==> config.mk <==
export PLATFORM = sky130hd
export DESIGN_NAME = ascii_integer_scanner_unit
export DESIGN_NICKNAME = d
export VERILOG_FILES = /design/src/hw/rtl/ais_pkg.sv /design/src/hw/rtl/ais_csr.sv /design/src/hw/rtl/ais_core.sv /design/src/hw/rtl/ascii_integer_scanner_unit.sv
export VERILOG_INCLUDE_DIRS = /design/src /design/src/hw/rtl
export SDC_FILE = /design/constraint.sdc
export NUM_CORES = 1
export LEC_CHECK = 0
export BUFFER_PORTS_ARGS = -buffer_cell sky130_fd_sc_hd__buf_2
export CELL_PAD_IN_SITES_DETAIL_PLACEMENT = 0
export CELL_PAD_IN_SITES_GLOBAL_PLACEMENT = 2
export CORE_MARGIN = 2
export CORE_UTILIZATION = 34
export CTS_CLUSTER_DIAMETER = 100
export CTS_CLUSTER_SIZE = 25
export DETAILED_ROUTE_END_ITERATION = 7
export GPL_TIMING_DRIVEN = 0
export HOLD_SLACK_MARGIN = 0.08
export PLACE_DENSITY = 0.82
export SLEW_MARGIN = 40
export SYNTH_ARGS = -nofsm -noshare
export SYNTH_HDL_FRONTEND = slang
export SYNTH_HIERARCHICAL = 1
export SYNTH_SLANG_ARGS = --single-unit
export TNS_END_PERCENT = 1
==> constraint.sdc <==
create_clock -name clock -period 6 [get_ports clock]
set_input_delay 0.9 -clock clock [delete_from_list [all_inputs] [get_ports clock]]
set_output_delay 0.9 -clock clock [all_outputs]
set_load 0.03 [all_outputs]
==> src/hw/rtl/assert_macros.svh <==
// assertion macros for the scanner rtl
`ifndef ASSERT_MACROS_SVH
`define ASSERT_MACROS_SVH

// same-cycle implication, disabled during reset
`define AIS_ASSERT_IMP(lbl, clk, rst, ante, cons) \
   lbl: assert property (@(posedge clk) disable iff (rst) (ante) |-> (cons)) \
      else $error("scanner assertion failed");

// next-cycle implication, disabled during reset
`define AIS_ASSERT_NXT(lbl, clk, rst, ante, cons) \
   lbl: assert property (@(posedge clk) disable iff (rst) (ante) |=> (cons)) \
      else $error("scanner assertion failed");

`endif

==> src/hw/rtl/ais_pkg.sv <==
// types, constants and character helpers for the ascii integer scanner
package ais_pkg;

   localparam int ACC_WIDTH_DEFAULT = 64;
   localparam int CHAR_WIDTH        = 8;
   localparam int VALUE_WIDTH       = 64;
   localparam int CSR_INDEX_WIDTH   = 2;
   localparam int CSR_DATA_WIDTH    = 3;

   // register indexes
   localparam logic [CSR_INDEX_WIDTH-1:0] CSR_KIND     = 2'd0;
   localparam logic [CSR_INDEX_WIDTH-1:0] CSR_GROUPING = 2'd1;
   localparam logic [CSR_INDEX_WIDTH-1:0] CSR_SIZE     = 2'd2;
   localparam logic [CSR_INDEX_WIDTH-1:0] CSR_SUPPRESS = 2'd3;

   // conversion kinds
   localparam logic [2:0] KIND_SDEC = 3'd0;
   localparam logic [2:0] KIND_AUTO = 3'd1;
   localparam logic [2:0] KIND_OCT  = 3'd2;
   localparam logic [2:0] KIND_UDEC = 3'd3;
   localparam logic [2:0] KIND_HEX  = 3'd4;

   // store sizes
   localparam logic [1:0] SIZE_8  = 2'd0;
   localparam logic [1:0] SIZE_16 = 2'd1;
   localparam logic [1:0] SIZE_32 = 2'd2;
   localparam logic [1:0] SIZE_64 = 2'd3;

   // characters
   localparam logic [7:0] CH_TAB   = 8'h09;
   localparam logic [7:0] CH_CR    = 8'h0d;
   localparam logic [7:0] CH_SPACE = 8'h20;
   localparam logic [7:0] CH_QUOTE = 8'h27;
   localparam logic [7:0] CH_MINUS = 8'h2d;
   localparam logic [7:0] CH_ZERO  = 8'h30;
   localparam logic [7:0] CH_SEVEN = 8'h37;
   localparam logic [7:0] CH_NINE  = 8'h39;
   localparam logic [7:0] CH_A_UP  = 8'h41;
   localparam logic [7:0] CH_F_UP  = 8'h46;
   localparam logic [7:0] CH_X_UP  = 8'h58;
   localparam logic [7:0] CH_A_LO  = 8'h61;
   localparam logic [7:0] CH_F_LO  = 8'h66;
   localparam logic [7:0] CH_X_LO  = 8'h78;
   localparam logic [7:0] TEN      = 8'd10;

   typedef struct packed {
      logic [CHAR_WIDTH-1:0] char_in;
      logic                  end_of_input;
   } req_type;

   typedef struct packed {
      logic [VALUE_WIDTH-1:0] value;
      logic                   failed;
      logic                   stored;
      logic                   ended_by_eof;
      logic [CHAR_WIDTH-1:0]  terminator;
   } rsp_type;

   typedef struct packed {
      logic [2:0] conversion_kind;
      logic       allow_grouping;
      logic [1:0] store_size;
      logic       suppress_store;
   } cfg_type;

   function automatic logic is_space(input logic [7:0] c);
      return ((c >= CH_TAB) && (c <= CH_CR)) || (c == CH_SPACE);
   endfunction

   function automatic logic is_hex(input logic [7:0] c);
      return ((c >= CH_ZERO) && (c <= CH_NINE)) || ((c >= CH_A_LO) && (c <= CH_F_LO)) ||
             ((c >= CH_A_UP) && (c <= CH_F_UP));
   endfunction

   function automatic logic [3:0] hex_value(input logic [7:0] c);
      logic [7:0] d;
      if ((c >= CH_ZERO) && (c <= CH_NINE)) begin
         d = c - CH_ZERO;
      end else if ((c >= CH_A_LO) && (c <= CH_F_LO)) begin
         d = c - CH_A_LO + TEN;
      end else begin
         d = c - CH_A_UP + TEN;
      end
      return d[3:0];
   endfunction

endpackage

==> src/hw/rtl/ais_csr.sv <==
// configuration registers of the scanner
module ais_csr
   import ais_pkg::*;
(
   input  logic                       clock,
   input  logic                       reset,
   input  logic                       csr_we,
   input  logic [CSR_INDEX_WIDTH-1:0] csr_index,
   input  logic [CSR_DATA_WIDTH-1:0]  csr_wdata,
   output cfg_type                    cfg
);

   cfg_type cfg_ff;
   cfg_type cfg_in;

   always_comb begin
      cfg_in = cfg_ff;
      if (csr_we) begin
         unique case (csr_index)
            CSR_KIND:     cfg_in.conversion_kind = csr_wdata;
            CSR_GROUPING: cfg_in.allow_grouping  = csr_wdata[0];
            CSR_SIZE:     cfg_in.store_size      = csr_wdata[1:0];
            CSR_SUPPRESS: cfg_in.suppress_store  = csr_wdata[0];
            default:      cfg_in = cfg_ff;
         endcase
      end
   end

   always_ff @(posedge clock) begin
      if (reset) begin
         cfg_ff.conversion_kind <= KIND_SDEC;
         cfg_ff.allow_grouping  <= 1'b0;
         cfg_ff.store_size      <= SIZE_32;
         cfg_ff.suppress_store  <= 1'b0;
      end else begin
         cfg_ff <= cfg_in;
      end
   end

   assign cfg = cfg_ff;

endmodule

==> src/hw/rtl/ais_core.sv <==
// scan state machine, accumulator and result formatting
module ais_core
   import ais_pkg::*;
#(
   parameter int ACC_WIDTH = ACC_WIDTH_DEFAULT
) (
   input  logic    clock,
   input  logic    reset,
   input  cfg_type cfg,
   input  logic    step_en,
   input  req_type item,
   output logic    res_valid,
   output rsp_type res_data
);

`include "assert_macros.svh"

   typedef enum logic [6:0] {
      PH_SKIP      = 7'b0000001,
      PH_AUTO      = 7'b0000010,
      PH_AUTO_ZERO = 7'b0000100,
      PH_DEC       = 7'b0001000,
      PH_OCT       = 7'b0010000,
      PH_HEX       = 7'b0100000,
      PH_HEX_PRE   = 7'b1000000
   } phase_type;

   phase_type phase_ff, phase_in, eff_phase;
   logic [ACC_WIDTH-1:0] acc_ff, acc_in;
   logic neg_ff, neg_in;
   logic any_ff, any_in;
   logic do_finish, done;

   logic [7:0] c;
   logic is_dec, is_oct, is_x, is_zero, is_minus;
   logic [3:0] dig;
   logic [ACC_WIDTH-1:0] acc_x8, acc_x10, acc_x16, signed_val;
   logic [VALUE_WIDTH-1:0] ext_val, sized_val;
   logic fail_clean, state_clear;

   assign c        = item.char_in;
   assign is_dec   = (c >= CH_ZERO) && (c <= CH_NINE);
   assign is_oct   = (c >= CH_ZERO) && (c <= CH_SEVEN);
   assign is_x     = (c == CH_X_LO) || (c == CH_X_UP);
   assign is_zero  = (c == CH_ZERO);
   assign is_minus = (c == CH_MINUS);
   assign dig      = hex_value(c);

   // constant multiplies as shifts plus the digit add; times ten takes a second add
   assign acc_x8  = (acc_ff << 3) + ACC_WIDTH'(dig);
   assign acc_x16 = (acc_ff << 4) + ACC_WIDTH'(dig);
   assign acc_x10 = (acc_ff << 3) + (acc_ff << 1) + ACC_WIDTH'(dig);

   always_comb begin
      phase_in  = phase_ff;
      acc_in    = acc_ff;
      neg_in    = neg_ff;
      any_in    = any_ff;
      do_finish = 1'b0;
      done      = 1'b0;
      eff_phase = phase_ff;
      if (item.end_of_input) begin
         do_finish = 1'b1;
      end else begin
         if (phase_ff == PH_SKIP) begin
            if (is_space(c)) begin
               done = 1'b1;
            end else begin
               unique case (cfg.conversion_kind)
                  KIND_AUTO: begin
                     if (is_minus) begin
                        neg_in   = 1'b1;
                        phase_in = PH_AUTO;
                        done     = 1'b1;
                     end else begin
                        eff_phase = PH_AUTO;
                     end
                  end
                  KIND_OCT:  eff_phase = PH_OCT;
                  KIND_UDEC: eff_phase = PH_DEC;
                  KIND_HEX: begin
                     if (is_zero) begin
                        any_in   = 1'b1;
                        phase_in = PH_HEX_PRE;
                        done     = 1'b1;
                     end else begin
                        eff_phase = PH_HEX;
                     end
                  end
                  default: begin
                     if (is_minus) begin
                        neg_in   = 1'b1;
                        phase_in = PH_DEC;
                        done     = 1'b1;
                     end else begin
                        eff_phase = PH_DEC;
                     end
                  end
               endcase
            end
         end
         if (!done) begin
            // fall-through phases resolved before the character is used
            if ((eff_phase == PH_AUTO) && !is_zero) eff_phase = PH_DEC;
            if ((eff_phase == PH_AUTO_ZERO) && is_oct) eff_phase = PH_OCT;
            if ((eff_phase == PH_HEX_PRE) && !is_x) eff_phase = PH_HEX;
            unique case (eff_phase)
               PH_AUTO: begin
                  any_in   = 1'b1;
                  phase_in = PH_AUTO_ZERO;
               end
               PH_AUTO_ZERO: begin
                  if (is_x) phase_in = PH_HEX;
                  else      do_finish = 1'b1;
               end
               PH_HEX_PRE: phase_in = PH_HEX;
               PH_OCT: begin
                  if (is_oct) begin
                     acc_in   = acc_x8;
                     any_in   = 1'b1;
                     phase_in = PH_OCT;
                  end else begin
                     do_finish = 1'b1;
                  end
               end
               PH_HEX: begin
                  if (is_hex(c)) begin
                     acc_in   = acc_x16;
                     any_in   = 1'b1;
                     phase_in = PH_HEX;
                  end else begin
                     do_finish = 1'b1;
                  end
               end
               PH_DEC: begin
                  phase_in = PH_DEC;
                  if (is_dec) begin
                     acc_in = acc_x10;
                     any_in = 1'b1;
                  end else if ((c == CH_QUOTE) && cfg.allow_grouping) begin
                     any_in = 1'b1;
                  end else begin
                     do_finish = 1'b1;
                  end
               end
               default: phase_in = phase_ff;
            endcase
         end
      end
      if (do_finish) begin
         phase_in = PH_SKIP;
         acc_in   = '0;
         neg_in   = 1'b0;
         any_in   = 1'b0;
      end
   end

   assign signed_val = neg_ff ? -acc_ff : acc_ff;
   assign ext_val    = VALUE_WIDTH'(signed_val);

   always_comb begin
      unique case (cfg.store_size)
         SIZE_8:  sized_val = ext_val & VALUE_WIDTH'(64'h0000_0000_0000_00ff);
         SIZE_16: sized_val = ext_val & VALUE_WIDTH'(64'h0000_0000_0000_ffff);
         SIZE_32: sized_val = ext_val & VALUE_WIDTH'(64'h0000_0000_ffff_ffff);
         default: sized_val = ext_val;
      endcase
   end

   assign res_valid             = step_en && do_finish;
   assign res_data.value        = any_ff ? sized_val : '0;
   assign res_data.failed       = !any_ff;
   assign res_data.stored       = any_ff && !cfg.suppress_store;
   assign res_data.ended_by_eof = item.end_of_input;
   assign res_data.terminator   = item.end_of_input ? '0 : c;

   always_ff @(posedge clock) begin
      if (reset) begin
         phase_ff <= PH_SKIP;
         acc_ff   <= '0;
         neg_ff   <= 1'b0;
         any_ff   <= 1'b0;
      end else if (step_en) begin
         phase_ff <= phase_in;
         acc_ff   <= acc_in;
         neg_ff   <= neg_in;
         any_ff   <= any_in;
      end
   end

   assign fail_clean  = (res_data.value == '0) && !res_data.stored;
   assign state_clear = (phase_ff == PH_SKIP) && (acc_ff == '0) && !neg_ff && !any_ff;

   `AIS_ASSERT_IMP(a_fail_clean, clock, reset, res_valid && res_data.failed, fail_clean)
   `AIS_ASSERT_NXT(a_finish_resets, clock, reset, res_valid, state_clear)
   `AIS_ASSERT_IMP(a_acc_needs_digit, clock, reset, !any_ff, acc_ff == '0)

endmodule

==> src/hw/rtl/ascii_integer_scanner_unit.sv <==
// a transaction is accepted into the input register and scanned when the output register is
// free or draining; a number's closing character loads its result into the output register
// throughput: one character per cycle while the output register is free or draining
// a waiting result stalls scanning; the input register then holds one character, drops ready
// reset is synchronous: scan state returns to whitespace skip, configuration to its defaults
module ascii_integer_scanner_unit
   import ais_pkg::*;
#(
   parameter int ACC_WIDTH = ACC_WIDTH_DEFAULT
) (
   input  logic                       clock,
   input  logic                       reset,
   input  logic                       req_valid,
   output logic                       req_ready,
   input  req_type                    req_data,
   output logic                       rsp_valid,
   input  logic                       rsp_ready,
   output rsp_type                    rsp_data,
   input  logic                       csr_we,
   input  logic [CSR_INDEX_WIDTH-1:0] csr_index,
   input  logic [CSR_DATA_WIDTH-1:0]  csr_wdata
);

   cfg_type cfg;
   logic    in_valid_ff, in_valid_in;
   req_type in_data_ff;
   logic    rsp_valid_ff, rsp_valid_in;
   rsp_type rsp_data_ff;
   logic    step_go;
   logic    res_valid;
   rsp_type res_data;

   ais_csr u_csr (
      .clock     (clock),
      .reset     (reset),
      .csr_we    (csr_we),
      .csr_index (csr_index),
      .csr_wdata (csr_wdata),
      .cfg       (cfg)
   );

   ais_core #(
      .ACC_WIDTH (ACC_WIDTH)
   ) u_core (
      .clock     (clock),
      .reset     (reset),
      .cfg       (cfg),
      .step_en   (step_go),
      .item      (in_data_ff),
      .res_valid (res_valid),
      .res_data  (res_data)
   );

   // scan the held character when the output register is free or draining
   assign step_go      = in_valid_ff && (!rsp_valid_ff || rsp_ready);
   assign req_ready    = !in_valid_ff || step_go;
   assign in_valid_in  = (req_valid && req_ready) || (in_valid_ff && !step_go);
   assign rsp_valid_in = step_go ? res_valid : (rsp_valid_ff && !rsp_ready);

   always_ff @(posedge clock) begin
      if (reset) begin
         in_valid_ff  <= 1'b0;
         rsp_valid_ff <= 1'b0;
      end else begin
         in_valid_ff  <= in_valid_in;
         rsp_valid_ff <= rsp_valid_in;
      end
   end

   always_ff @(posedge clock) begin
      if (req_valid && req_ready) begin
         in_data_ff <= req_data;
      end
      if (res_valid) begin
         rsp_data_ff <= res_data;
      end
   end

   assign rsp_valid = rsp_valid_ff;
   assign rsp_data  = rsp_data_ff;

endmodule

==> run metrics <==
crit-path max FO=6; Longest Clk Path Bufs=2; status=completed; switching power=1.08 mW; htree depth=4; clk root buf=clkbuf_16; min-delay src=u_csr/cfg[0]$_SDFFE_PP0P_; post-route ant nets=0; Warnings, synthesis=6; Finished Core Util=39.0%; dpl hpwl=41.1 mm; clock network fraction of total power=38.0%; most numerous cell in the Yosys netlist=nand2_1; RR Endpoint=u_core/acc_ff[62]$_SDFFE_PP0P_; initial antenna violation count=0; area of the core=0.0429 mm²; min-delay worst type=reg -> reg; Peak Freq=172 MHz; # Max-Cap Violations=0; GRT Total Usage=24.2%; fin area=0.0167 mm²; critical path endpoint category=flip-flop; post-synthesis cell count=1783; fin crit share=96.7%; Reg-to-Reg Start=in_data_ff[1]$_DFFE_PP_; Reg2Reg Depth=20; count of final setup violators=0; Chip Width=212 µm; share of cells above drive strength 1=12.0%; post-synth cell types=93; PD cells=186 mW/mm²; Worst R2R Setup Slack=200 ps; CP startpoint kind=flip-flop; actual slew at the worst max-slew pin=943 ps; DR DRC count=0; largest net degree at the start of global routing=20; post-synth top area cell=edfxtp_1; Top Ports=96; Worst Skew=25.7 ps; area of the multi-input gates=0.00995 mm²; # rows=76; Avg Synthesized Cell Area=8.25 µm²; placed cell area=0.0161 mm²; Worst Path Arrival=6160 ps; die area=0.0449 mm²; Starting Density=34.3%; Final Critical Period=5800 ps; Ant. Diodes=0; Net Count, Synth=1933; Synth top area share=17.2%; DR iter-0 viols=1030; NumNets Final=2058; Internal=2.03 mW; number of global-route vias before repair=13700; Post-synth EDFFs=84; Post-synth ARST share=0%; Setup CP Type=reg -> reg; routability cong.=0.894; die height=212 µm; Sequential Area=0.00416 mm²; CTS tree=done; Slew Limit Fails=0; Area Growth Syn to Fin=13.7%; post-synth design cell area=0.0147 mm²; top post-synthesis cells by area=edfxtp_1 17%, dfxtp_1 11%, ha_1 11%; flops & latches, synth=166; sequential area share after synthesis=28.3%; CTS buffer count=17; Wirelength per Cell=21.3 µm; gr ovfl total=0; commonest cells in the netlist=186 x nand2_1, 183 x nor2_1, 129 x ha_1, 110 x a21oi_1; Sequential Power Share=40.5%; PortBufs=95; Pre-antenna DRT Iters=5; Final Hold Vio Count=0; Leak Pwr=6.88 nW; FILL cells=4452; Top FF cell, synth=edfxtp_1; vias per cell=5.64; switching part of the total=34.7%; Comb pwr share=21.5%; slew margin rel.=37.1%; first-pass GRT wire length=82.3 mm; RSZ-0062 raised after global routing=yes; clk_lat worst skew=480 ps; Worst Hold End=u_csr/cfg[0]$_SDFFE_PP0P_; clock slew at reported path FFs=70 ps; WL final=53.4 mm; CTS sink cnt=166; via count=14100; CP required=6370 ps; VDD IR max=0.127 mV; Hold Crit Depth=2
[critical path, cell delays in order, from the launching register on]
cell	delay [ps]
edfxtp_1	450
inv_1	150
ha_1	270
o21bai_1	220
a21oi_2	160
nand2b_1	190
xnor2_1	450
ha_1	340
ha_1	270
inv_1	90
fa_1	190
nand2b_1	150
a21oi_1	100
o311a_1	390
a21o_1	290
o211ai_1	450
nand4_1	370
a31oi_1	370
o21ai_0	230
o311a_1	330
a22o_1	190
[power by group through the flow]
stage / Clock, mW / Sequential, mW / Combinational [mW]
after floorplan: 0 / 1.36 / 0.291
after global placement: 0 / 1.29 / 0.631
after detailed placement: 0 / 1.28 / 0.659
after CTS: 1.20 / 1.26 / 0.660
after global routing: 1.24 / 1.26 / 0.701
final: 1.18 / 1.26 / 0.668
[cell families after synthesis]
kind of cell    share of synthesized area, %
flops                                   28.3
fa+ha+maj                               11.2
buf+inv                                 4.51
mux                                     1.51
simple gates                            21.4
xor+xnor                                9.29
compound gates                          23.7
[registers in the layout (all words and copies together), names as in the netlist]
register	count
in_data_ff	9
rsp_data	75
in_valid_ff	1
rsp_valid	1
u_csr/cfg	7
u_core/acc_ff	64
u_core/any_ff	1
u_core/phase_ff	7
u_core/neg_ff	1
[what timing repair did]
item | CTS | global route
gates resized for setup | 3 | 2
hold buffers | 0 | 0
pin swaps | 0 | 1
buffers inserted | 0 | 2
hold endpoints to repair | 0 | 0
endpoints found under the setup margin | 7 | 6
[layout make-up]
cell class              count  area share (%)
multi-input cells        1454            59.5
flip-flops and latches    166            24.9
well taps                 585            4.38
repair buffers            106            3.57
plain buffers             125            3.16
clock buffers              17            2.54
clock inverters            15            1.12
inverters                  38           0.853
[stage by stage]
step                setup WS (ps)  setup TNS [ps]  hold WS [ps]  power, mW  instances
floorplan                    82.3               0           452       1.65       1783
global placement            -2430         -219630           472       1.92       2463
detailed placement           -327            -818           478       1.94       2472
CTS                           138               0           498       3.12       2504
global route                 -121            -259           523       3.20       2506
finish                        201               0           490       3.11       2506
[layer usage]
layer / GRT usage [%] / up-vias / share of wire (%)
met1: 33.8 / 6854 / 47
met3: 2.81 / 63 / 4.8
met5: 0 / - / 0
met2: 39.0 / 399 / 46
met4: 7.65 / 0 / 2.2
li1: - / 6824 / -
[worst max-delay path by stage]
stage | start | to | slack, ps | depth (start not counted)
after floorplan | in_data_ff[1]$_DFFE_PP_ | u_core/acc_ff[41]$_SDFFE_PP0P_ | 80 | 15
after global placement | in_data_ff[1]$_DFFE_PP_ | u_core/acc_ff[41]$_SDFFE_PP0P_ | -2430 | 14
after detailed placement | in_data_ff[1]$_DFFE_PP_ | u_core/acc_ff[61]$_SDFFE_PP0P_ | -330 | 19
after CTS | in_data_ff[1]$_DFFE_PP_ | u_core/acc_ff[45]$_SDFFE_PP0P_ | 140 | 19
after global routing | in_data_ff[1]$_DFFE_PP_ | u_core/acc_ff[59]$_SDFFE_PP0P_ | -120 | 19
final | in_data_ff[1]$_DFFE_PP_ | u_core/acc_ff[62]$_SDFFE_PP0P_ | 200 | 20
[cells in the final DEF, fill, tap and decap left out, drive strengths merged, types with 12 or more instances in the layout]
master,n
edfxtp,84
nor4,15
dfxtp,82
nand2b,28
a22o,15
mux2i,20
nand4,26
nand2,186
nor2,183
inv,45
a221oi,27
nand3,41
ha,129
a21oi,111
clkbuf,120
nor3,23
o41ai,13
xnor2,54
o211ai,14
or3,21
o31ai,18
o21ai,135
buf,128
a31oi,19
nor2b,19
xor2,102
and3,20
a21o,37
nand3b,13
a22oi,12
a211oi,22
No activity file was read; power rests on OpenSTA's default activity.
